<file path="src/hw/rtl/ngds_pkg.sv">
// ----------------------------------------------------------------------------
// ngds_pkg
// Shared constants, codes and types of the neighbor gate and distance sort.
// ----------------------------------------------------------------------------
`default_nettype none

package ngds_pkg;

    localparam int CAPACITY_DEF = 32;
    localparam int QUEUE_DEPTH  = 4;
    localparam int POS_W        = 24;
    localparam int VEL_W        = 16;
    localparam int SPC_W        = 32;
    localparam int KEY_W        = 32;
    localparam int RAD_W        = 16;
    localparam int CFG_IDX_W    = 2;

    // Configuration register indexes.
    localparam logic [CFG_IDX_W-1:0] CFG_NEIGHBOR_RADIUS   = 2'd0;
    localparam logic [CFG_IDX_W-1:0] CFG_SEPARATION_RADIUS = 2'd1;
    localparam logic [CFG_IDX_W-1:0] CFG_AVOID_ONLY_RADIUS = 2'd2;
    localparam logic [CFG_IDX_W-1:0] CFG_DEPTH_RADIUS      = 2'd3;

    // Item classes handed from the front end to the sorter.
    localparam logic [1:0] CLS_ORIGIN = 2'd0;
    localparam logic [1:0] CLS_KEEP   = 2'd1;
    localparam logic [1:0] CLS_DROP   = 2'd2;

    typedef struct packed {
        logic signed [POS_W-1:0] x;
        logic signed [POS_W-1:0] y;
        logic signed [POS_W-1:0] depth;
        logic signed [VEL_W-1:0] vx;
        logic signed [VEL_W-1:0] vy;
        logic [SPC_W-1:0]        species;
        logic                    avoid;
    } t_nbr;

    typedef struct packed {
        logic [1:0]       cls;
        logic             eol;
        t_nbr             nbr;
        logic [KEY_W-1:0] key;
    } t_item;

    typedef struct packed {
        t_nbr             nbr;
        logic [KEY_W-1:0] key;
    } t_slot;

    typedef struct packed {
        t_nbr             nbr;
        logic [KEY_W-1:0] key;
        logic             last;
        logic             empty_list;
        logic             dropped;
    } t_result;

endpackage

`default_nettype wire

</file>
<file path="src/hw/rtl/ngds_queue.sv">
// ----------------------------------------------------------------------------
// ngds_queue
// Short first-in first-out queue of classified items between the front end
// and the sorter.
// ----------------------------------------------------------------------------
`default_nettype none

module ngds_queue (
    input  wire logic            i_clk,
    input  wire logic            i_rst_n,
    input  wire logic            i_wr,
    input  wire ngds_pkg::t_item i_item,
    output logic                 o_full,
    output logic                 o_valid,
    input  wire logic            i_rd,
    output ngds_pkg::t_item      o_item
);

    localparam int DEPTH = ngds_pkg::QUEUE_DEPTH;
    localparam int PTR_W = $clog2(DEPTH);

    ngds_pkg::t_item   r_mem [DEPTH];
    logic [PTR_W-1:0]  r_wp, r_rp;
    logic [PTR_W:0]    r_cnt;
    logic              do_wr, do_rd;

    assign o_full  = (r_cnt == (PTR_W+1)'(DEPTH));
    assign o_valid = (r_cnt != '0);
    assign o_item  = r_mem[r_rp];
    assign do_wr   = i_wr && !o_full;
    assign do_rd   = i_rd && o_valid;

    always_ff @(posedge i_clk) begin
        if (do_wr) begin
            r_mem[r_wp] <= i_item;
        end
    end

    always_ff @(posedge i_clk) begin
        if (!i_rst_n) begin
            r_wp  <= '0;
            r_rp  <= '0;
            r_cnt <= '0;
        end else begin
            if (do_wr) begin
                r_wp <= r_wp + PTR_W'(1);
            end
            if (do_rd) begin
                r_rp <= r_rp + PTR_W'(1);
            end
            if (do_wr && !do_rd) begin
                r_cnt <= r_cnt + (PTR_W+1)'(1);
            end else if (do_rd && !do_wr) begin
                r_cnt <= r_cnt - (PTR_W+1)'(1);
            end
        end
    end

endmodule

`default_nettype wire

</file>
<file path="config.mk">
export PLATFORM = sky130hd
export DESIGN_NAME = ngds_queue
export DESIGN_NICKNAME = d
export VERILOG_FILES = /design/src/hw/rtl/ngds_pkg.sv /design/src/hw/rtl/ngds_queue.sv
export SDC_FILE = /design/constraint.sdc
export NUM_CORES = 1
export LEC_CHECK = 0
export ABC_AREA = 0
export BUFFER_PORTS_ARGS = -buffer_cell sky130_fd_sc_hd__buf_2
export CELL_PAD_IN_SITES_DETAIL_PLACEMENT = 0
export CELL_PAD_IN_SITES_GLOBAL_PLACEMENT = 1
export CORE_AREA = 2 2 240 219
export DETAILED_ROUTE_END_ITERATION = 10
export DIE_AREA = 0 0 242 221
export PLACE_DENSITY_LB_ADDON = 0.1
export SLEW_MARGIN = 30
export SYNTH_ARGS = -nofsm -noshare
export SYNTH_HDL_FRONTEND = slang
export SYNTH_SLANG_ARGS = --single-unit
</file>
<file path="constraint.sdc">
create_clock -name i_clk -period 6.8 [get_ports i_clk]
set_input_delay 0.68 -clock i_clk [delete_from_list [all_inputs] [get_ports i_clk]]
set_output_delay 0.68 -clock i_clk [all_outputs]
set_load 0.05 [all_outputs]
</file>
==> impl_metrics.yaml <==
pwr:
  p_comb_share_pct: 31.3
  switching_share_pct: 34.6
  irDropWorstVdd_v: 0.000351
  p_clk_share_pct: 27.5
  p_int_mw: 8.51
  power_leakage_nw: 9.93
  switching_power_mw: 4.50
  power_mw: 13.0
  p_per_area_nw_per_um2: 434
  pwr-share-seq_pct: 41.2
layout:
  area_growth_pct: 18.7
  nFillCells: 3800
  drive_above_1_share_pct: 45.3
  final_common_cell: "edfxtp_1"
  fin_nets: 1524
  final_cell_mix: "edfxtp_1 (688), buf_2 (349), mux4_2 (172)"
route:
  via_count: 11201
  wl_per_cell_um: 23.5
  drt_pass1_iterations: 4
  drt_iter0_markers: 652
  drc: 0
  avgViaCountPerCell: 5.38
  detail-route-antenna-nets: 0
  wirelength_mm: 48.9
floorplan:
  die_w_um: 242
  boundaryPins: 350
  row_count: 79
  initial_core_util_pct: 49.5
  chipHeight_um: 221
  dieArea_um2: 53500
  core_um2: 51000
sta:
  period_minus_slack_ns: 3.67
  skew_ns: 0.0190
  fin_hold_ws_ns: 0.308
  rsz0062_at_grt: "false"
  maxSlewHeadroom_pct: 38.6
  setup_violations: 0
  period_share_pct: 54.0
  slew_viol_final: 0
  hold_violations: 0
  worst_pin_slew_ns: 0.921
  fmax_mhz: 272
  setup-tns-final_ns: 0
worst_hold_path:
  hold_class: "input pin to flop"
  worstHoldStart: "i_item[64]"
cts:
  numCtsBuffers: 71
  cts_resized: 0
  clock-sinks: 697
  clkLatencyLatePin_ns: 0.58
  htree_levels: 3
  clock_path_buffers: 3
  cts-root-buf: "clkbuf_16"
  cts_tree: "yes"
  cts_setup_buffers: 0
  path_clk_slew_ns: 0.06
  cts_hold_buf: 0
status:
  outcome: "finished, final reports clean"
worst_setup_path:
  cp-end-kind: "primary output"
  worstPathRequired_ns: 6.12
  r2r-start: "r_cnt[0]"
  crit_type: "flop to primary output"
  arrival_ns: 2.99
  cp_max_fo: 64
  start_kind: "flop"
yosys:
  synth_fp_nets: 1128
  syn_area_per_cell_um2: 26.7
  ys_seq_area_share_pct: 82.5
  netlist_area_um2: 25300
  synth.distinct_cells: 23
  syn-instance-count: 946
  yosysWarningCount: 0
  ys_seq_elements: 697
flow_run:
  cap_violations: 0
placement:
  gp_congestion: 0.725
  dpl.hpwl_mm: 28.4
  portBuffers: 349
global_route:
  overflow: 0
  grt_usage_pct: 18.5
  grt_first_pass_wirelength_mm: 73.6
  grt_pass1_vias: 11634
  grt_max_degree: 154
  antenna_found_initial: 14
power by group through the flow:
| stage | logic (mW) | clock network [mW] | registers [mW] |
|---|---|---|---|
| final | 4.07 | 3.58 | 5.36 |
| after global routing | 4.27 | 3.85 | 5.40 |
| after CTS | 4.15 | 3.69 | 5.37 |
| after detailed placement | 4.14 | 0 | 5.46 |
| after global placement | 4.13 | 0 | 5.44 |
| after floorplan | 3.25 | 0 | 5.44 |
sequential cells by signal (all words and copies together), names as in the netlist, named ones only:
signal / count
r_wp: 2
r_cnt: 3
r_mem: 688
r_rp: 2
Yosys cell counts, drive strengths merged:
cell	instances	area share, %
edfxtp	688	82
ha	5	0.25
o21ai	1	0.020
a21boi	1	0.030
nor3b	1	0.030
or3	2	0.050
xor2	1	0.035
clkbuf	4	0.059
buf	36	0.96
nand2	4	0.059
mux2i	3	0.12
inv	3	0.045
xnor2	3	0.10
nor2b	2	0.050
fa	1	0.079
mux4	172	15
and2	8	0.20
o31ai	1	0.030
dfxtp	9	0.71
o311ai	1	0.035
critical path: stages, from the launching register on:
cell	delay, ns
dfxtp_4	0.68
buf_12	0.39
buf_16	0.43
mux4_2	0.58
buf_2	0.23
layout make-up:
type	count	area (µm²)	area share (%)
Clock inverter	31	241	0.806
Inverter	3	11.3	0.0376
Multi-Input combinational cell	206	4160	13.9
Timing Repair Buffer	363	1980	6.60
Clock buffer	90	1870	6.23
Antenna cell	5	12.5	0.0417
Sequential cell	697	20800	69.5
Tap cell	688	861	2.87
layer usage:
metal	vias up	share of wire, %	global-route usage [%]	wire length [µm]
met3	85	7.9	6.95	3880
li1	4908	-	-	-
met2	298	49	29.3	24000
met4	20	2.0	4.90	983
met5	-	0.25	0	122
met1	5890	41	24.4	20000
cells by family after synthesis:
group / after synthesis / synth area share, %
flops: 697 / 82.5
mux: 175 / 15.5
buf+inv: 43 / 1.06
simple gates: 17 / 0.386
fa+ha+maj: 6 / 0.327
compound gates: 4 / 0.114
xor+xnor: 4 / 0.139
metrics by stage:
stage                     utilization (%)  setup slack (ns)  instance area (µm²)  std cells
after floorplan                         -              1.21                25300        946
after global placement               54.5              3.48                27800       1954
after detailed placement             54.5              3.44                27800       1955
after CTS                            58.7              2.93                29900       2076
after global routing                 58.8              2.80                30000       2079
final                                58.8              3.13                30000       2083
final timing paths:
path                                 endpoint  depth (start not counted)  slack (ns)
worst min register to register        r_wp[0]                          2        0.51
worst max register to register  r_mem[1][145]                          4        3.69
worst min-delay path             r_mem[1][64]                          1        0.31
worst max-delay path              o_item[127]                          4        3.13
Note: power is estimated with default switching activity, not from simulation.
