### src/hw/rtl/ngds_pkg.sv
// ----------------------------------------------------------------------------
// ngds_pkg
// Shared constants, codes and types of the neighbor gate and distance sort.
// ----------------------------------------------------------------------------
`default_nettype none

package ngds_pkg;

    localparam int CAPACITY_DEF = 32;
    localparam int QUEUE_DEPTH  = 4;
    localparam int POS_W        = 24;
    localparam int VEL_W        = 16;
    localparam int SPC_W        = 32;
    localparam int KEY_W        = 32;
    localparam int RAD_W        = 16;
    localparam int CFG_IDX_W    = 2;

    // Configuration register indexes.
    localparam logic [CFG_IDX_W-1:0] CFG_NEIGHBOR_RADIUS   = 2'd0;
    localparam logic [CFG_IDX_W-1:0] CFG_SEPARATION_RADIUS = 2'd1;
    localparam logic [CFG_IDX_W-1:0] CFG_AVOID_ONLY_RADIUS = 2'd2;
    localparam logic [CFG_IDX_W-1:0] CFG_DEPTH_RADIUS      = 2'd3;

    // Item classes handed from the front end to the sorter.
    localparam logic [1:0] CLS_ORIGIN = 2'd0;
    localparam logic [1:0] CLS_KEEP   = 2'd1;
    localparam logic [1:0] CLS_DROP   = 2'd2;

    typedef struct packed {
        logic signed [POS_W-1:0] x;
        logic signed [POS_W-1:0] y;
        logic signed [POS_W-1:0] depth;
        logic signed [VEL_W-1:0] vx;
        logic signed [VEL_W-1:0] vy;
        logic [SPC_W-1:0]        species;
        logic                    avoid;
    } t_nbr;

    typedef struct packed {
        logic [1:0]       cls;
        logic             eol;
        t_nbr             nbr;
        logic [KEY_W-1:0] key;
    } t_item;

    typedef struct packed {
        t_nbr             nbr;
        logic [KEY_W-1:0] key;
    } t_slot;

    typedef struct packed {
        t_nbr             nbr;
        logic [KEY_W-1:0] key;
        logic             last;
        logic             empty_list;
        logic             dropped;
    } t_result;

endpackage

`default_nettype wire

### src/hw/rtl/ngds_front.sv
// ----------------------------------------------------------------------------
// ngds_front
// Accepts items, holds the radii and the own position, and classifies each
// neighbor through a two-stage gate pipeline (differences, then squares).
// ----------------------------------------------------------------------------
`default_nettype none

module ngds_front (
    input  wire logic                                 i_clk,
    input  wire logic                                 i_rst_n,
    input  wire logic                                 i_cfg_we,
    input  wire logic [ngds_pkg::CFG_IDX_W-1:0]       i_cfg_index,
    input  wire logic [ngds_pkg::RAD_W-1:0]           i_cfg_data,
    input  wire logic                                 i_push,
    output logic                                      o_full,
    input  wire logic                                 i_command,
    input  wire logic                                 i_end_of_list,
    input  wire ngds_pkg::t_nbr                       i_nbr,
    output logic                                      o_q_wr,
    output ngds_pkg::t_item                           o_q_item,
    input  wire logic                                 i_q_full
);

    localparam int PW = ngds_pkg::POS_W;
    localparam int RW = ngds_pkg::RAD_W;
    localparam int KW = ngds_pkg::KEY_W;

    logic [RW-1:0] r_nbr_rad, r_sep_rad, r_avd_rad, r_dep_rad;
    logic signed [PW-1:0] r_own_x, r_own_y, r_own_d;

    logic en, accept;

    logic signed [PW:0] dxs, dys, dds;
    logic [PW:0]        dx_abs, dy_abs, dd_abs;
    logic [RW-1:0]      rmax_ab, rmax;
    logic               gate1;

    logic               r_v1, r_cmd1, r_cand1, r_eol1;
    ngds_pkg::t_nbr     r_nbr1;
    logic [RW-1:0]      r_dx1, r_dy1, r_rmax1;

    logic               r_v2, r_cmd2, r_cand2, r_eol2;
    ngds_pkg::t_nbr     r_nbr2;
    logic [KW-1:0]      r_sqx2, r_sqy2, r_lim2;

    logic [KW-1:0]      sqx, sqy, lim;
    logic [KW:0]        sum;
    logic               keep;

    assign en     = !i_q_full;
    assign o_full = i_q_full;
    assign accept = i_push && en;

    always_ff @(posedge i_clk) begin
        if (!i_rst_n) begin
            r_nbr_rad <= '0;
            r_sep_rad <= '0;
            r_avd_rad <= '0;
            r_dep_rad <= '0;
        end else if (i_cfg_we) begin
            unique case (i_cfg_index)
                ngds_pkg::CFG_NEIGHBOR_RADIUS:   r_nbr_rad <= i_cfg_data;
                ngds_pkg::CFG_SEPARATION_RADIUS: r_sep_rad <= i_cfg_data;
                ngds_pkg::CFG_AVOID_ONLY_RADIUS: r_avd_rad <= i_cfg_data;
                ngds_pkg::CFG_DEPTH_RADIUS:      r_dep_rad <= i_cfg_data;
                default: ;
            endcase
        end
    end

    always_ff @(posedge i_clk) begin
        if (!i_rst_n) begin
            r_own_x <= '0;
            r_own_y <= '0;
            r_own_d <= '0;
        end else if (accept && !i_command) begin
            r_own_x <= i_nbr.x;
            r_own_y <= i_nbr.y;
            r_own_d <= i_nbr.depth;
        end
    end

    // Stage 1: absolute differences and the depth gate.
    always_comb begin
        dxs    = {i_nbr.x[PW-1], i_nbr.x} - {r_own_x[PW-1], r_own_x};
        dys    = {i_nbr.y[PW-1], i_nbr.y} - {r_own_y[PW-1], r_own_y};
        dds    = {i_nbr.depth[PW-1], i_nbr.depth} - {r_own_d[PW-1], r_own_d};
        dx_abs = dxs[PW] ? (PW+1)'(-dxs) : (PW+1)'(dxs);
        dy_abs = dys[PW] ? (PW+1)'(-dys) : (PW+1)'(dys);
        dd_abs = dds[PW] ? (PW+1)'(-dds) : (PW+1)'(dds);
        rmax_ab = (r_sep_rad > r_nbr_rad) ? r_sep_rad : r_nbr_rad;
        rmax    = (r_avd_rad > rmax_ab) ? r_avd_rad : rmax_ab;
        // An offset beyond the radius range can never fall inside the limit.
        gate1 = (dd_abs <= (PW+1)'(r_dep_rad))
             && (dx_abs[PW:RW] == '0) && (dy_abs[PW:RW] == '0);
    end

    always_ff @(posedge i_clk) begin
        if (!i_rst_n) begin
            r_v1 <= 1'b0;
            r_v2 <= 1'b0;
        end else if (en) begin
            r_v1 <= accept;
            r_v2 <= r_v1;
        end
    end

    always_ff @(posedge i_clk) begin
        if (en) begin
            r_cmd1  <= i_command;
            r_cand1 <= gate1;
            r_eol1  <= i_end_of_list;
            r_nbr1  <= i_nbr;
            r_dx1   <= dx_abs[RW-1:0];
            r_dy1   <= dy_abs[RW-1:0];
            r_rmax1 <= rmax;

            r_cmd2  <= r_cmd1;
            r_cand2 <= r_cand1;
            r_eol2  <= r_eol1;
            r_nbr2  <= r_nbr1;
            r_sqx2  <= sqx;
            r_sqy2  <= sqy;
            r_lim2  <= lim;
        end
    end

    // Stage 2: squares of the offsets and of the largest radius.
    assign sqx = KW'(r_dx1) * KW'(r_dx1);
    assign sqy = KW'(r_dy1) * KW'(r_dy1);
    assign lim = KW'(r_rmax1) * KW'(r_rmax1);

    // Distance gate, then the item goes into the queue.
    always_comb begin
        sum  = {1'b0, r_sqx2} + {1'b0, r_sqy2};
        keep = r_cand2 && (sum != '0) && (sum <= {1'b0, r_lim2});
        o_q_item.eol = r_eol2;
        o_q_item.nbr = r_nbr2;
        o_q_item.key = sum[KW-1:0];
        if (!r_cmd2) begin
            o_q_item.cls = ngds_pkg::CLS_ORIGIN;
        end else if (keep) begin
            o_q_item.cls = ngds_pkg::CLS_KEEP;
        end else begin
            o_q_item.cls = ngds_pkg::CLS_DROP;
        end
    end

    assign o_q_wr = r_v2 && en;

endmodule

`default_nettype wire

### config.mk
export PLATFORM = sky130hd
export DESIGN_NAME = ngds_front
export DESIGN_NICKNAME = d
export VERILOG_FILES = /design/src/hw/rtl/ngds_pkg.sv /design/src/hw/rtl/ngds_front.sv
export SDC_FILE = /design/constraint.sdc
export NUM_CORES = 2
export LEC_CHECK = 0
export BUFFER_PORTS_ARGS = -buffer_cell sky130_fd_sc_hd__buf_2
export CAP_MARGIN = 5
export CORE_ASPECT_RATIO = 2
export CORE_MARGIN = 2
export CORE_UTILIZATION = 33
export CTS_BUF_LIST = sky130_fd_sc_hd__clkbuf_8
export DETAILED_ROUTE_END_ITERATION = 8
export SYNTH_ARGS = -nofsm -noshare
export SYNTH_HDL_FRONTEND = slang
export SYNTH_SLANG_ARGS = --single-unit
### constraint.sdc
create_clock -name i_clk -period 13.85 [get_ports i_clk]
set_input_delay 2.0775 -clock i_clk [delete_from_list [all_inputs] [get_ports i_clk]]
set_output_delay 2.0775 -clock i_clk [all_outputs]
set_load 0.02 [all_outputs]
==> results.md <==
- Outcome: finished clean
- Area growth from synthesis to final layout: 12.0%
- DRC Markers: 0
- Initial Util: 0.332
- Max Slew Vio Count: 0
- Async set-or-reset flop fraction in the synthesized netlist: 0
- MaxCap Viol Count: 0
- Setup TNS: 0 ns
- Critical hold path startpoint: r_nbr1[7]
- Wire per inst: ~17 um
- Predominant post-synthesis flop cell: edfxtp_1
- Antenna violations before repair: 18
- Relative slew slack: 0.212
- Mapped Avg Cell Area: between 9 and 10 sq um
- Core area: around 0.15 sq mm
- CTS clk-pin slew, worst paths: about 0.09 ns
- Post-synth top area share: 0.257
- Post-CTS Hold Buffers: 0
- NumNets Final: 6417
- Worst Hold End: o_q_item[39]
- Vias in the first global route: between 30k and 40k
- Largest net degree at the start of global routing: 99
- First-pass iteration count of the detailed router: 5
- Hold Path Depth: 0
- DRT iter0 DRCs: between 1.5k and 2k
- Global-route wire length before repair: 199000 um
- Startpoint types: flop
- Fin crit share: 0.621
- Worst EP required: 11.77 ns
- HPWL after detailed placement: 102000 um
- Largest fanout on the critical path: 7
- Final min period: approximately 8.6 ns
- Top area cells in the synthesized netlist: edfxtp_1, fa_1, ha_1, inv_1, dfxtp_1
- Worst EP arrival: approximately 6.5 ns
- CP cell instances: ha_1 > a21o_1 > a21oi_1 > o211ai_1 > a21o_1 > o211a_1 > o21a_1 > o31ai_1 > inv_1 > ha_1 > a21o_1 > a21o_1 > a21o_1 > a21o_1 > a21o_1 > a21o_1 > a21oi_1 > o21ai_0 > nand2_1 > a31oi_1 > o21a_1 > nor4b_1 > buf_2
- Worst hold path class: flop to flop
- Max clock buf depth: 3
- Number of enable flip-flop cells after synthesis: roughly 420
- Fin. Hold Viols: 0
- Gr usage total: 0.166
- Register-to-register setup slack: 6.24 ns
- Sequential fraction of the synthesis area: 0.314
- Worst reg2reg path endpoint: r_sqx2[31]
- Cell mode on critical path: a21o_1
- Root buf cell: clkbuf_8
- RePlAce Congestion: 0.875
- IO Pins: 336
- DR vias: around 35k
- Reg2reg path depth: 25
- Rows: 200
- DRT Wirelength: 126000 um
- Skew-Pair Late Insertion Delay: around 0.79 ns
- Post-CTS setup buffers: 0
- Yosys cell types: 90
- PostCTS Resize Cnt: 0
- RSZ-0062 raised after global routing: no
- H-tree depth: 3
- Num CTS Buffers: between 80 and 90
- Die width: around 280 um
- Skew final: around 0.09 ns
- DR vias/cell: roughly 4.8
- Finish-stage setup viols: 0
- Cells after synthesis: slightly below 5k
- Slowest cell on crit path: o31ai_1
- Antenna-violating nets left: 0
- Setup CP Type: flop to output port
- Die Y: between 500 and 600 um
- Buffers on Ports: about 340
- Total gr overflow: 0
- Largest stage delay on the critical path: 0.58 ns
- Die Area: 0.152 sq mm
- Leading area contributor after synthesis: edfxtp_1
- CP Capture Type: output port
- FF-to-FF Start: r_dx1[6]
- Cell Area, Synth: about 0.05 sq mm
- Worst slew pin tran: around 1.2 ns
- F_max: between 100 and 150 MHz
- CTS tree: built
- Number of synthesized register bits: 559
- Proportion of layout cells with a drive suffix above 1: 0.105
- Clock sinks: 559
- Ys Warns: 0
[stage by stage]
stage,utilization,hold slack (ns),std cells,cell area (sq um),worst slack [ns]
6_report,0.371,0.387,7280,55000,5.24
5_1_grt,0.371,0.395,7275,55000,4.79
4_1_cts,0.371,0.385,7270,55000,5.09
3_5_place_dp,0.357,0.405,7106,53000,5.72
3_3_place_gp,0.357,0.400,7106,53000,5.69
2_1_floorplan,-,0.400,4957,49100,1.84
[layout by cell type (no fill, tap or decap), types with 141 or more instances in the layout]
master and count:
xnor2_1 172, a21oi_1 150, inv_1 981, nor2_1 209, buf_2 334, edfxtp_1 421, fa_1 489, a21boi_0 141
ha_1 489, nand2_1 594
[layer usage]
layer	global-route usage	vias up	part of all wire
met2	0.331	739	0.56
met4	0.0773	16	0.045
met3	0.0246	298	0.038
met5	0	-	0.00086
met1	0.167	17112	0.36
li1	-	16893	-
[worst max-delay path by stage]
| stage | endpoint | start | slack (ns) | depth (start not counted) |
|---|---|---|---|---|
| after floorplan | r_own_d[0] | i_q_full | 1.84 | 7 |
| after global placement | r_cand1 | i_nbr[65] | 5.69 | 26 |
| after detailed placement | r_cand1 | i_nbr[65] | 5.72 | 25 |
| after CTS | o_q_item[170] | r_sqx2[3] | 5.09 | 23 |
| after global routing | o_q_item[170] | r_sqx2[3] | 4.79 | 23 |
| final | o_q_item[170] | r_sqx2[3] | 5.24 | 23 |
[state kept, by name, summed over array words and instances, names as in the netlist, 16 cells and up]
name,cells
r_avd_rad,16
r_lim2,31
r_sqx2,31
r_nbr_rad,16
r_own_x,24
o_q_item,137
r_dy1,16
r_own_d,24
r_sqy2,31
r_rmax1,16
r_sep_rad,16
r_own_y,24
r_dx1,16
r_dep_rad,16
r_nbr1,137
[cell type report]
class | instances | area, sq um
inverter | 964 | 3630
fill | 14843 | 93100
clock buffer | 97 | 1340
timing repair buffer | 364 | 1900
tap | 1919 | 2400
clock inverter | 67 | 698
antenna | 10 | 25.0
multi-input combinational | 3300 | 29600
sequential | 559 | 15400
[Yosys cell counts (112+ instances only)]
cell and count:
a21boi_0 141, a21oi_1 151, and2_1 135, clkbuf_1 128, dfxtp_1 138, edfxtp_1 421, fa_1 489, ha_1 489
inv_1 964, nand2_1 594, nor2_1 210, o21ai_0 112, xnor2_1 172
[critical path: cells and delay by family, from the launching register on]
family                   cells  cell delay, ns
buffers and inverters        2            0.41
AND/OR/NAND/NOR              2            0.58
AO/OA/AOI/OAI               17            3.75
adder cells (fa/ha/maj)      2            0.66
flip-flops                   1            0.37
[cells by family after synthesis]
kind of cell    synth area share
mux                      0.00868
xor+xnor                  0.0424
flops                      0.314
fa+ha+maj                  0.324
other cells            0.0000763
compound gates             0.102
simple gates               0.125
buf+inv                   0.0841
Power is left out: the tool's default activity adds up to more than one toggle a clock period on the data nets, which glitch-free logic cannot reach.
